<file path="src/rtl/qwdd_pkg.sv">
// Shared constants and types for the quadrature wheel detent decoder.
package qwdd_pkg;

  localparam int DEBOUNCE_DEPTH = 2;
  localparam int SLOT_W = (DEBOUNCE_DEPTH > 1) ? $clog2(DEBOUNCE_DEPTH) : 1;

  localparam int PPD_W = 4;
  localparam int REL_W = 8;
  localparam int POS_W = 6;
  localparam int IDLE_W = 8;

  localparam logic [PPD_W-1:0] PPD_RESET = 4'd2;
  localparam logic [REL_W-1:0] REL_RESET = 8'd20;
  localparam logic [IDLE_W-1:0] IDLE_MAX = 8'hFF;

  // Register indexes (byte address bit 2).
  localparam logic REG_PPD = 1'b0;
  localparam logic REG_REL = 1'b1;

  // Transition codes: {debounced pair, accepted pair}.
  localparam logic [3:0] CODE_CW0 = 4'h1;
  localparam logic [3:0] CODE_CW1 = 4'h8;
  localparam logic [3:0] CODE_CW2 = 4'h7;
  localparam logic [3:0] CODE_CW3 = 4'hE;
  localparam logic [3:0] CODE_CCW0 = 4'hB;
  localparam logic [3:0] CODE_CCW1 = 4'h4;
  localparam logic [3:0] CODE_CCW2 = 4'h2;
  localparam logic [3:0] CODE_CCW3 = 4'hD;
  localparam logic [3:0] CODE_SAME0 = 4'h0;
  localparam logic [3:0] CODE_SAME1 = 4'h5;
  localparam logic [3:0] CODE_SAME2 = 4'hA;
  localparam logic [3:0] CODE_SAME3 = 4'hF;

  localparam logic signed [1:0] STEP_CW = 2'sb01;
  localparam logic signed [1:0] STEP_CCW = 2'sb11;
  localparam logic signed [1:0] STEP_NONE = 2'sb00;

  typedef struct packed {
    logic [PPD_W-1:0] detent_limit;
    logic [REL_W-1:0] release_ticks;
  } cfg_t;

  typedef struct packed {
    logic signed [1:0] detent_step;
    logic              bad_transition;
    logic              scanning;
    logic [1:0]        debounced_lines;
  } result_t;

endpackage

</file>
<file path="src/rtl/qwdd_sample_if.sv">
// Handshake channel carrying one pair of raw encoder line samples.
interface qwdd_sample_if;
  logic valid;
  logic ready;
  logic line_zero;
  logic line_one;

  modport source (output valid, output line_zero, output line_one, input ready);
  modport sink (input valid, input line_zero, input line_one, output ready);
endinterface

</file>
<file path="src/rtl/qwdd_result_if.sv">
// Handshake channel carrying one decoder result item.
interface qwdd_result_if;
  logic              valid;
  logic              ready;
  logic signed [1:0] detent_step;
  logic              bad_transition;
  logic              scanning;
  logic [1:0]        debounced_lines;

  modport source (output valid, output detent_step, output bad_transition,
                  output scanning, output debounced_lines, input ready);
  modport sink (input valid, input detent_step, input bad_transition,
                input scanning, input debounced_lines, output ready);
endinterface

</file>
<file path="src/rtl/quadrature_wheel_detent_decoder_unit.sv">
// Top level: APB registers, input register, decoder core and result register.
// Debounces raw two-line quadrature samples and decodes them into wheel detent
// steps. Each accepted sample pair yields exactly one result item: the detent
// step (+1, -1 or 0), a flag for an impossible line transition, the scanning
// flag and the debounced pair. An item passes through an input register into
// the result register, which offers its result on the result channel. The
// rate is one item per cycle for as long as the result side keeps taking
// items; a stalled result side holds the input once both registers are full.
// Registers: the detent threshold at byte address 0 and release_ticks at
// byte address 4; write them only while no item is in flight.
module quadrature_wheel_detent_decoder_unit (
  input  logic        clk,
  input  logic        rst,
  qwdd_sample_if.sink in_ch,
  qwdd_result_if.source out_ch,
  input  logic        psel,
  input  logic        penable,
  input  logic        pwrite,
  input  logic [2:0]  paddr,
  input  logic [31:0] pwdata,
  output logic [31:0] prdata,
  output logic        pready
);
  import qwdd_pkg::*;

  cfg_t       cfg;
  logic       cfg_write;

  logic       in_valid;
  logic [1:0] in_sample;
  logic       out_valid;
  result_t    out_result;
  result_t    core_result;
  logic       advance;

  assign pready    = 1'b1;
  assign cfg_write = psel && penable && pwrite && pready;

  always_ff @(posedge clk) begin
    if (rst) begin
      cfg.detent_limit  <= PPD_RESET;
      cfg.release_ticks <= REL_RESET;
    end else if (cfg_write) begin
      case (paddr[2])
        REG_PPD: cfg.detent_limit  <= pwdata[PPD_W-1:0];
        REG_REL: cfg.release_ticks <= pwdata[REL_W-1:0];
        default: ;
      endcase
    end
  end

  always_comb begin
    case (paddr[2])
      REG_PPD: prdata = {{(32 - PPD_W){1'b0}}, cfg.detent_limit};
      REG_REL: prdata = {{(32 - REL_W){1'b0}}, cfg.release_ticks};
      default: prdata = '0;
    endcase
  end

  // Move the held item into the result register when that slot frees up.
  assign advance     = in_valid && (!out_valid || out_ch.ready);
  assign in_ch.ready = !in_valid || advance;

  always_ff @(posedge clk) begin
    if (rst) begin
      in_valid <= 1'b0;
    end else if (in_ch.ready) begin
      in_valid <= in_ch.valid;
    end
  end

  always_ff @(posedge clk) begin
    if (in_ch.valid && in_ch.ready) begin
      in_sample <= {in_ch.line_one, in_ch.line_zero};
    end
  end

  qwdd_core u_core (
    .clk     (clk),
    .rst     (rst),
    .advance (advance),
    .sample  (in_sample),
    .cfg     (cfg),
    .result  (core_result)
  );

  always_ff @(posedge clk) begin
    if (rst) begin
      out_valid <= 1'b0;
    end else if (advance) begin
      out_valid <= 1'b1;
    end else if (out_ch.ready) begin
      out_valid <= 1'b0;
    end
  end

  always_ff @(posedge clk) begin
    if (advance) begin
      out_result <= core_result;
    end
  end

  assign out_ch.valid           = out_valid;
  assign out_ch.detent_step     = out_result.detent_step;
  assign out_ch.bad_transition  = out_result.bad_transition;
  assign out_ch.scanning        = out_result.scanning;
  assign out_ch.debounced_lines = out_result.debounced_lines;

endmodule

</file>
<file path="src/rtl/qwdd_core.sv">
// Debounce ring, transition decode, detent accumulator and idle counter.
module qwdd_core (
  input  logic             clk,
  input  logic             rst,
  input  logic             advance,
  input  logic [1:0]       sample,
  input  qwdd_pkg::cfg_t   cfg,
  output qwdd_pkg::result_t result
);
  import qwdd_pkg::*;

  logic [1:0]              sample_ring [DEBOUNCE_DEPTH];
  logic [SLOT_W-1:0]       ring_slot;
  logic [1:0]              accepted_lines;
  logic signed [POS_W-1:0] pulse_position;
  logic [IDLE_W-1:0]       idle_count;

  logic [SLOT_W-1:0]       ring_slot_next;
  logic [1:0]              pair;
  logic [3:0]              code;
  logic                    move_cw;
  logic                    move_ccw;
  logic                    bad;
  logic signed [POS_W-1:0] pos_moved;
  logic signed [POS_W-1:0] pulse_position_next;
  logic signed [POS_W-1:0] limit;
  logic [1:0]              accepted_lines_next;
  logic [IDLE_W-1:0]       idle_base;
  logic [IDLE_W-1:0]       idle_count_next;
  logic signed [1:0]       step;

  always_comb begin
    if (ring_slot == SLOT_W'(DEBOUNCE_DEPTH - 1)) begin
      ring_slot_next = '0;
    end else begin
      ring_slot_next = ring_slot + SLOT_W'(1);
    end
  end

  // A line is high only if high in every stored sample, the new one included.
  always_comb begin
    pair = 2'b11;
    for (int i = 0; i < DEBOUNCE_DEPTH; i++) begin
      if (ring_slot_next == SLOT_W'(i)) begin
        pair = pair & sample;
      end else begin
        pair = pair & sample_ring[i];
      end
    end
  end

  assign code = {pair, accepted_lines};

  always_comb begin
    move_cw  = 1'b0;
    move_ccw = 1'b0;
    bad      = 1'b0;
    case (code) inside
      CODE_CW0, CODE_CW1, CODE_CW2, CODE_CW3:         move_cw = 1'b1;
      CODE_CCW0, CODE_CCW1, CODE_CCW2, CODE_CCW3:     move_ccw = 1'b1;
      CODE_SAME0, CODE_SAME1, CODE_SAME2, CODE_SAME3: ;
      default:                                        bad = 1'b1;
    endcase
  end

  assign limit = $signed({{(POS_W - PPD_W){1'b0}}, cfg.detent_limit});

  always_comb begin
    if (move_cw) begin
      pos_moved = pulse_position + POS_W'(1);
    end else if (move_ccw) begin
      pos_moved = pulse_position - POS_W'(1);
    end else begin
      pos_moved = pulse_position;
    end
    step = STEP_NONE;
    pulse_position_next = pos_moved;
    if (pos_moved > limit) begin
      step = STEP_CW;
      pulse_position_next = '0;
    end else if (pos_moved < -limit) begin
      step = STEP_CCW;
      pulse_position_next = '0;
    end
  end

  assign accepted_lines_next = (move_cw || move_ccw) ? pair : accepted_lines;
  assign idle_base = (move_cw || move_ccw) ? '0 : idle_count;
  assign idle_count_next = (idle_base == IDLE_MAX) ? idle_base : idle_base + IDLE_W'(1);

  assign result.detent_step     = step;
  assign result.bad_transition  = bad;
  assign result.scanning        = (idle_base < cfg.release_ticks);
  assign result.debounced_lines = pair;

  always_ff @(posedge clk) begin
    if (rst) begin
      for (int i = 0; i < DEBOUNCE_DEPTH; i++) begin
        sample_ring[i] <= '0;
      end
      ring_slot      <= '0;
      accepted_lines <= '0;
      pulse_position <= '0;
      idle_count     <= '0;
    end else if (advance) begin
      sample_ring[ring_slot_next] <= sample;
      ring_slot      <= ring_slot_next;
      accepted_lines <= accepted_lines_next;
      pulse_position <= pulse_position_next;
      idle_count     <= idle_count_next;
    end
  end

endmodule

</file>
<file path="src/flat_wrapper.sv">
// flat-port wrapper written by rule: the top's interface ports become plain ports
module quadrature_wheel_detent_decoder_unit_flat import qwdd_pkg::*;
  (clk, rst, psel, penable, pwrite, paddr, pwdata, prdata, pready, in_ch_valid, in_ch_line_zero, in_ch_line_one, in_ch_ready, out_ch_valid, out_ch_detent_step, out_ch_bad_transition, out_ch_scanning, out_ch_debounced_lines, out_ch_ready);
  qwdd_sample_if in_ch_i ();
  qwdd_result_if out_ch_i ();
  input  logic clk;
  input  logic rst;
  input  logic psel;
  input  logic penable;
  input  logic pwrite;
  input  logic [2:0] paddr;
  input  logic [31:0] pwdata;
  output logic [31:0] prdata;
  output logic pready;
  input wire logic [$bits(in_ch_i.valid)-1:0] in_ch_valid;
  input wire logic [$bits(in_ch_i.line_zero)-1:0] in_ch_line_zero;
  input wire logic [$bits(in_ch_i.line_one)-1:0] in_ch_line_one;
  output wire logic [$bits(in_ch_i.ready)-1:0] in_ch_ready;
  output wire logic [$bits(out_ch_i.valid)-1:0] out_ch_valid;
  output wire logic [$bits(out_ch_i.detent_step)-1:0] out_ch_detent_step;
  output wire logic [$bits(out_ch_i.bad_transition)-1:0] out_ch_bad_transition;
  output wire logic [$bits(out_ch_i.scanning)-1:0] out_ch_scanning;
  output wire logic [$bits(out_ch_i.debounced_lines)-1:0] out_ch_debounced_lines;
  input wire logic [$bits(out_ch_i.ready)-1:0] out_ch_ready;
  assign in_ch_i.valid = in_ch_valid;
  assign in_ch_i.line_zero = in_ch_line_zero;
  assign in_ch_i.line_one = in_ch_line_one;
  assign in_ch_ready = in_ch_i.ready;
  assign out_ch_valid = out_ch_i.valid;
  assign out_ch_detent_step = out_ch_i.detent_step;
  assign out_ch_bad_transition = out_ch_i.bad_transition;
  assign out_ch_scanning = out_ch_i.scanning;
  assign out_ch_debounced_lines = out_ch_i.debounced_lines;
  assign out_ch_i.ready = out_ch_ready;
  quadrature_wheel_detent_decoder_unit u_core (.clk(clk), .rst(rst), .in_ch(in_ch_i), .out_ch(out_ch_i), .psel(psel), .penable(penable), .pwrite(pwrite), .paddr(paddr), .pwdata(pwdata), .prdata(prdata), .pready(pready));
endmodule
</file>
<file path="config.mk">
export PLATFORM = sky130hd
export DESIGN_NAME = quadrature_wheel_detent_decoder_unit_flat
export DESIGN_NICKNAME = d
export VERILOG_FILES = /design/src/rtl/qwdd_pkg.sv /design/src/rtl/qwdd_sample_if.sv /design/src/rtl/qwdd_result_if.sv /design/src/rtl/quadrature_wheel_detent_decoder_unit.sv /design/src/rtl/qwdd_core.sv /design/src/flat_wrapper.sv
export SDC_FILE = /design/constraint.sdc
export NUM_CORES = 1
export LEC_CHECK = 0
export ABC_AREA = 1
export BUFFER_PORTS_ARGS = -buffer_cell sky130_fd_sc_hd__buf_4
export CAP_MARGIN = 20
export CORE_ASPECT_RATIO = 1.1
export CORE_MARGIN = 4
export CORE_UTILIZATION = 30
export CTS_BUF_LIST = sky130_fd_sc_hd__clkbuf_8
export DETAILED_ROUTE_END_ITERATION = 6
export GPL_TIMING_DRIVEN = 0
export SYNTH_ARGS = -nofsm -noshare
export SYNTH_HDL_FRONTEND = slang
export SYNTH_HIERARCHICAL = 1
export SYNTH_SLANG_ARGS = --single-unit
</file>
<file path="constraint.sdc">
create_clock -name clk -period 2.8 [get_ports clk]
set_input_delay 0.42 -clock clk [delete_from_list [all_inputs] [get_ports clk]]
set_output_delay 0.42 -clock clk [all_outputs]
set_load 0.1 [all_outputs]
</file>
* Yosys cells after proc, flatten, opt, wreduce, memory -nomap -nowiden
Memory sizes are Yosys's and may differ from the RTL's.
Index checks and enable logic that the tools add are counted.
** Cells by class
- Equal/unequal tests :: 12
- Add/subtract/negate cells :: 5
- Bitwise logic cells :: 3
- Reductions and logical operators :: 19
- Multiplexer cells :: 25
- Order comparisons :: 3
** Operators with widths (count)
- one-hot mux 32 bit (2 select lines) :: 1
- equality test 4 bit (second input constant) :: 6
- 2-to-1 mux 6 bit :: 4
- 2-to-1 mux 8 bit :: 2
- 2-to-1 mux 1 bit :: 14
- equality test 4 x 3 -> 1 bit (second input constant) :: 3
- OR reduction 4 bit :: 3
- adder 8 x 1 -> 8 bit (second input constant) :: 1
- equality test 8 bit (second input constant) :: 1
- < comparator 8 bit :: 1
- 2-to-1 mux 2 bit :: 4
- OR reduction 8 bit :: 1
- adder 6 x 2 -> 6 bit (second input constant) :: 1
- > comparator 6 x 5 -> 1 bit :: 1
- < comparator 6 bit :: 1
- negator 4 -> 6 bit :: 1
- AND reduction 2 bit :: 3
- subtractor 6 x 2 -> 6 bit (second input constant) :: 1
- bitwise AND 2 bit :: 2
- equality test 4 x 1 -> 1 bit (second input constant) :: 1
- equality test 4 x 2 -> 1 bit (second input constant) :: 1
- logical AND 1 bit :: 4
- zero test 4 bit :: 1
- logical OR 1 bit :: 3
- other kinds (5) :: 6
** Storage, ports and cells
- Bits in writable memories :: 4
- Output and inout port bits :: 41
- Memories :: 1
- Bits in registers :: 39
- Word-level logic and storage cells :: 81
** Memory list
- u_core.u_core.sample_ring :: depth 2, width 2, rd ports 2, clocked after Yosys merged registers in 0, write ports 2, line qwdd_core.sv:12 : logic [1:0] sample_ring [DEBOUNCE_DEPTH];

* Longest topological paths before layout
- Word-level depth :: 14
- Gate-level depth with buffers :: 22

* Hierarchy
Netlist, hierarchy kept.
** Modules (own cells, without submodules)
- qwdd_core :: times used 1, cells each 299, area an instance 1984.4 µm²
- quadrature_wheel_detent_decoder_unit :: times used 1, cells each 142, area an instance 1163.6 µm²

* Worst setup path after synthesis
No wires, ideal clock.
- Path kind :: reg2reg
- Start point :: register u_core.out_valid (netlist: u_core/out_ch.valid)
- End point :: register u_core.in_sample[0], enable pin
- Required time :: 2547 ps
- Data arrival time :: 2398 ps
- Stages on the path, launching flop included :: 4
- Slack :: 149 ps
- Path through :: dfxtp_1 nand3_1 nand2_1 inv_1
** Between the ends
- Cells in the longest elaborated chain, start to end :: 5
** Ends and longest elaborated chain
- from (decl) :: line quadrature_wheel_detent_decoder_unit.sv:31 : logic out_valid;
- from (signal assigned) :: line quadrature_wheel_detent_decoder_unit.sv:89 : out_valid <= 1'b0;
- from (signal assigned) :: line quadrature_wheel_detent_decoder_unit.sv:91 : out_valid <= 1'b1;
- from (signal assigned) :: line quadrature_wheel_detent_decoder_unit.sv:93 : out_valid <= 1'b0;
- zero test 1 bit :: line quadrature_wheel_detent_decoder_unit.sv:61 : assign advance = in_valid && (!out_valid || out_ch.ready);
- logical OR 1 bit :: line quadrature_wheel_detent_decoder_unit.sv:61
- logical AND 1 bit :: line quadrature_wheel_detent_decoder_unit.sv:61
- logical OR 1 bit :: line quadrature_wheel_detent_decoder_unit.sv:62 : assign in_ch.ready = !in_valid || advance;
- net in_ch_ready :: line flat_wrapper.sv:18 : output wire logic [$bits(in_ch_i.ready)-1:0] in_ch_ready;
- logical AND 1 bit :: line quadrature_wheel_detent_decoder_unit.sv:73 : if (in_ch.valid && in_ch.ready) begin
- to (signal assigned) :: line quadrature_wheel_detent_decoder_unit.sv:74 : in_sample <= {in_ch.line_one, in_ch.line_zero};
- to (decl) :: line quadrature_wheel_detent_decoder_unit.sv:30 : logic [1:0] in_sample;
The timed path passes the listed nets, and every way through them passes these cells.
A chain may end at the register's enable or synchronous reset.

* Worst setup path after layout
- Start point :: register u_core.in_sample[0]
- End point :: register u_core.out_result (netlist bit u_core/out_ch.detent_step[1]), data pin
** Between the ends
- Cells in the longest elaborated chain, start to end :: 11
- Elaborated cells between the ends (all ways) :: 22
- Classes of those cells :: order compare (2); eq/ne (8); mux (8); bitwise (2); reduce/logical (2)
** Ends and longest elaborated chain
- 2-to-1 mux 2 bit :: line qwdd_core.sv:44 : if (ring_slot_next == SLOT_W'(i)) begin
- bitwise AND 2 bit, on equally long branches :: line qwdd_core.sv:47, qwdd_core.sv:45
- 2-to-1 mux 2 bit (*) :: line qwdd_core.sv:44
- equality test 4 bit (no line) (tied with other cells)
- OR reduction 4 bit
- 2-to-1 mux 1 bit (2 in a row) :: line qwdd_core.sv:58 : case (code) inside
- 2-to-1 mux 6 bit :: line qwdd_core.sv:71 : end else if (move_ccw) begin
- 2-to-1 mux 6 bit (*) :: line qwdd_core.sv:69 : if (move_cw) begin
- < comparator 6 bit :: line qwdd_core.sv:81 : end else if (pos_moved < -limit) begin
- 2-to-1 mux 2 bit :: line qwdd_core.sv:81
- to (signal assigned) :: line quadrature_wheel_detent_decoder_unit.sv:99 : out_result <= core_result;
- to (decl) :: line quadrature_wheel_detent_decoder_unit.sv:32 : result_t out_result;
Mark *: on every way between the ends. The rest lies on a longest branch, timed or not.

==> summary.md <==
| Metric | Value |
|---|---|
| Area grow syn2layout | 25.5% |
| Crit start category | register |
| DIE HEIGHT | 115 um |
| Synth Area per Inst | about 7.1 um2 |
| Initial Utilization | ~31% |
| Adder-cell area share of the yosys netlist | 7.15% |
| Hold buffer count at CTS | 0 |
| DP HPWL | 5270 um |
| Worst-Margin Slew | 1.03 ns |
| Num CTS Buffers | 5 |
| Synth Area in Compound Gates | 7.35% |
| F_max | 380 MHz |
| Largest area contributor in the netlist | dfxtp_1 |
| Synth Flop Type | dfxtp_1 |
| Seq/Total Area, Yosys | 31.2% |
| Area share of the largest cell type after synthesis | 19.7% |
| CTS tree | yes |
| Hold crit path type | in -> reg |
| Vias in the first global route | 2,583 |
| Clock transition at path regs | 0.08 ns |
| Peak VDD IR | between 0.15 and 0.2 mV |
| CP Capture Type | register |
| Netlist cell types | 31 |
| RSZ-0062 raised after global routing | yes |
| WHS | between 0.2 and 0.3 ns |
| Worst-path fanout max | 8 |
| Max Cap Violations | 0 |
| Pwr Density | 465 mW/mm2 |
| Clock Root Buffer | clkbuf_8 |
| Final Hold Viols | 0 |
| GPL Wtd Cong | 0.869 |
| Synth Warn # | 6 |
| Outcome | completed |
| Internal reg-to-reg setup slack | 0.17 ns |
| Slowest CP cell | edfxtp_1 |
| Row count | 38 |
| Leakage | 1.99 nW |
| Largest family of logic cells by synthesized area | simple AND/OR/NAND/NOR gates |
| Post-synthesis mux area share | 0% |
| FF-to-FF Start | u_core/in_sample[0] |
| First-pass GRT wire length | 11,500 um |
| Rel. slew slack | 31.0% |
| Cell mode on critical path | nand2_2 |
| Final nets | roughly 580 |
| Wire per inst | 10.4 um |
| Hold Crit Endpoint | u_core/in_sample[1] |
| Critical Path AT | 2.67 ns |
| Final period util | 94.0% |
| Core Region | just over 0.01 mm2 |
| R2r endpoint | u_core/out_ch.detent_step[1] |
| N_diodes | 0 |
| GR Overflow Total | 0 |
| DRT Pass-1 Iters | 4 |
| Max-slew violations | 0 |
| Die width | ~110 um |
| Final wirelength | a little under 7000 um |
| Post-Syn Area | between 0.003 and 0.004 mm2 |
| Via/cell ratio | 4.21 |
| Setup violators final | 0 |
| Clock latency on the worst-skew pair | 0.29 ns |
| Post-Synth Simple-Gate Area | between 30 and 40% |
| Layout cells sized above 1 | roughly a quarter |
| Post-route ant nets | 0 |
| Number of synthesized flops with an enable pin | 12 |
| Async set-reset flop share out of synthesis | 0% |
| Clock Sinks | 43 |
| Yosys reg bits | 43 |
| Cell count after synthesis | 441 |
| Final Skew | roughly 0.011 ns |
| Ports | 85 |
| Initial antenna violation count | 0 |
| Worst Reg-to-Reg Cells | 18 |
| Die area | 0.0122 mm2 |
| Htree depth | 2 |
| Number of port buffers | 32 |
| Via Count | between 2,000 and 3,000 |
| Worst EP required | 2.83 ns |
| HP Start | in_ch_line_one |
| Min Tclk post-route | between 2 and 3 ns |
| Crit Path Category | reg -> reg |
| Largest net degree at the start of global routing | 14 |
| DRT iter0 DRCs | 149 |
| Layout Utilization | between 30% and 40% |
| Drt drc | 0 |
| CP max stage delay | 0.46 ns |
| CTS max path bufs | 2 |
| Area contributors post-synth | dfxtp_1 20%, edfxtp_1 11%, nand2_1 11%, inv_1 8.0%, ha_1 7.2% |
| Total track usage | 11.3% |
| Crit-path cells | inv_2 > nor2_4 > nand3_1 > nand2_2 > nand2_4 > inv_2 > nand2_1 > nand2_2 > xor2_2 > inv_1 > ha_1 > o21ai_1 > nand2_1 > o211a_1 > nand2_2 > nand3_2 > nand2_4 > a21oi_1 |
| WHS Path Cells | 1 |
| Post-synthesis xor/xnor area fraction | between 3 and 4% |
[critical path: cells and delay by family, from the launching register on]
kind,cells,cell delay [ns]
AO/OA/AOI/OAI,3,0.35
AND/OR/NAND/NOR,10,0.80
buffers and inverters,3,0.29
XOR/XNOR,1,0.18
flip-flops,1,0.46
adder cells (fa/ha/maj),1,0.29
[cell families after synthesis]
kind of cell	count (synthesis)
buf+inv	106
xor+xnor	12
flops	43
simple gates	216
other cells	2
fa+ha+maj	18
compound gates	44
[synthesized netlist by cell type (all sizes together), types with 3 or more instances]
| master | count |
|---|---|
| a21oi | 25 |
| buf | 30 |
| clkbuf | 3 |
| dfxtp | 31 |
| edfxtp | 12 |
| ha | 18 |
| inv | 71 |
| nand2 | 108 |
| nand3 | 48 |
| nand4 | 4 |
| nor2 | 53 |
| o21ai | 16 |
| xor2 | 12 |
[registers in the layout, summed over array words and instances, names as in the netlist]
name,flops
u_core/cfg,12
u_core/in_sample,2
u_core/in_valid,1
u_core/out_ch.bad_transition,1
u_core/out_ch.debounced_lines,2
u_core/out_ch.detent_step,2
u_core/out_ch.scanning,1
u_core/out_ch.valid,1
u_core/u_core/accepted_lines,2
u_core/u_core/idle_count,8
u_core/u_core/pulse_position,6
u_core/u_core/ring_slot,1
u_core/u_core/sample_ring,4
[layer usage]
layer / wire length (um) / global-route usage (%) / up-vias
li1: - / - / 1480
met1: 2980 / 13.5 / 1198
met2: 3500 / 20.7 / 72
met3: 279 / 1.89 / 10
met4: 68 / 3.45 / 0
met5: 0 / 0 / -
[through the flow]
stage                     setup WS (ns)  area, um2  TNS [ns]  std cells  power (mW)
after floorplan                   0.149       3230         0        464        1.27
after global placement           -0.217       3650     -1.46        636        1.38
after detailed placement         -0.265       3650     -1.91        636        1.39
after CTS                        0.0290       3780         0        645        1.80
after global routing            -0.0604       3950    -0.365        655        1.95
final                             0.168       3950         0        655        1.84
[cell usage in the layout, fill, tap and decap left out, types with 4 or more instances in the layout]
master    Yosys  routed
nand2_1      95      85
buf_4        26      69
inv_1        67      64
nor2_1       44      43
nand3_1      42      39
dfxtp_1      31      30
conb_1        2      25
a21oi_1      25      24
nand2_2      10      18
ha_1         18      17
o21ai_0      15      13
edfxtp_1     12      12
xor2_1       12      10
inv_2         3       7
nor2_4        5       6
nand3_2       5       6
clkbuf_8      0       5
nor2_8        4       4
nand2_4       3       4
nand4_1       4       4
[cell type report]
cell class | instances | area, um2
clock inverters | 3 | 15.0
repair buffers | 44 | 334
plain buffers | 32 | 234
multi-input cells | 315 | 1860
fillers | 1079 | 6130
clock buffers | 5 | 68.8
flip-flops and latches | 43 | 985
inverters | 73 | 277
well taps | 140 | 175
[worst max path at each step]
stage	from	end	slack (ns)
2_1_floorplan	u_core/out_ch.valid	u_core/in_sample[0]	0.15
3_3_place_gp	u_core/u_core/ring_slot	u_core/out_ch.detent_step[1]	-0.22
3_5_place_dp	u_core/u_core/ring_slot	u_core/out_ch.detent_step[0]	-0.26
4_1_cts	u_core/in_sample[0]	u_core/out_ch.detent_step[1]	0.03
5_1_grt	u_core/in_sample[1]	u_core/u_core/pulse_position[2]	-0.06
6_report	u_core/in_sample[0]	u_core/out_ch.detent_step[1]	0.17
[where the power goes]
| group | switching [mW] | internal (mW) | leakage (nW) |
|---|---|---|---|
| sequential | 0.0264 | 0.676 | 0.370 |
| clock | 0.210 | 0.172 | 0.0496 |
| combinational | 0.534 | 0.219 | 1.57 |
| total | 0.770 | 1.07 | 1.99 |
[what timing repair did]
| item | CTS | global route |
|---|---|---|
| resized for setup | 10 | 27 |
| setup endpoints to repair | 8 | 8 |
| pin swaps | 2 | 18 |
| setup buffers | 1 | 11 |
(Power assumes the default switching activity.)
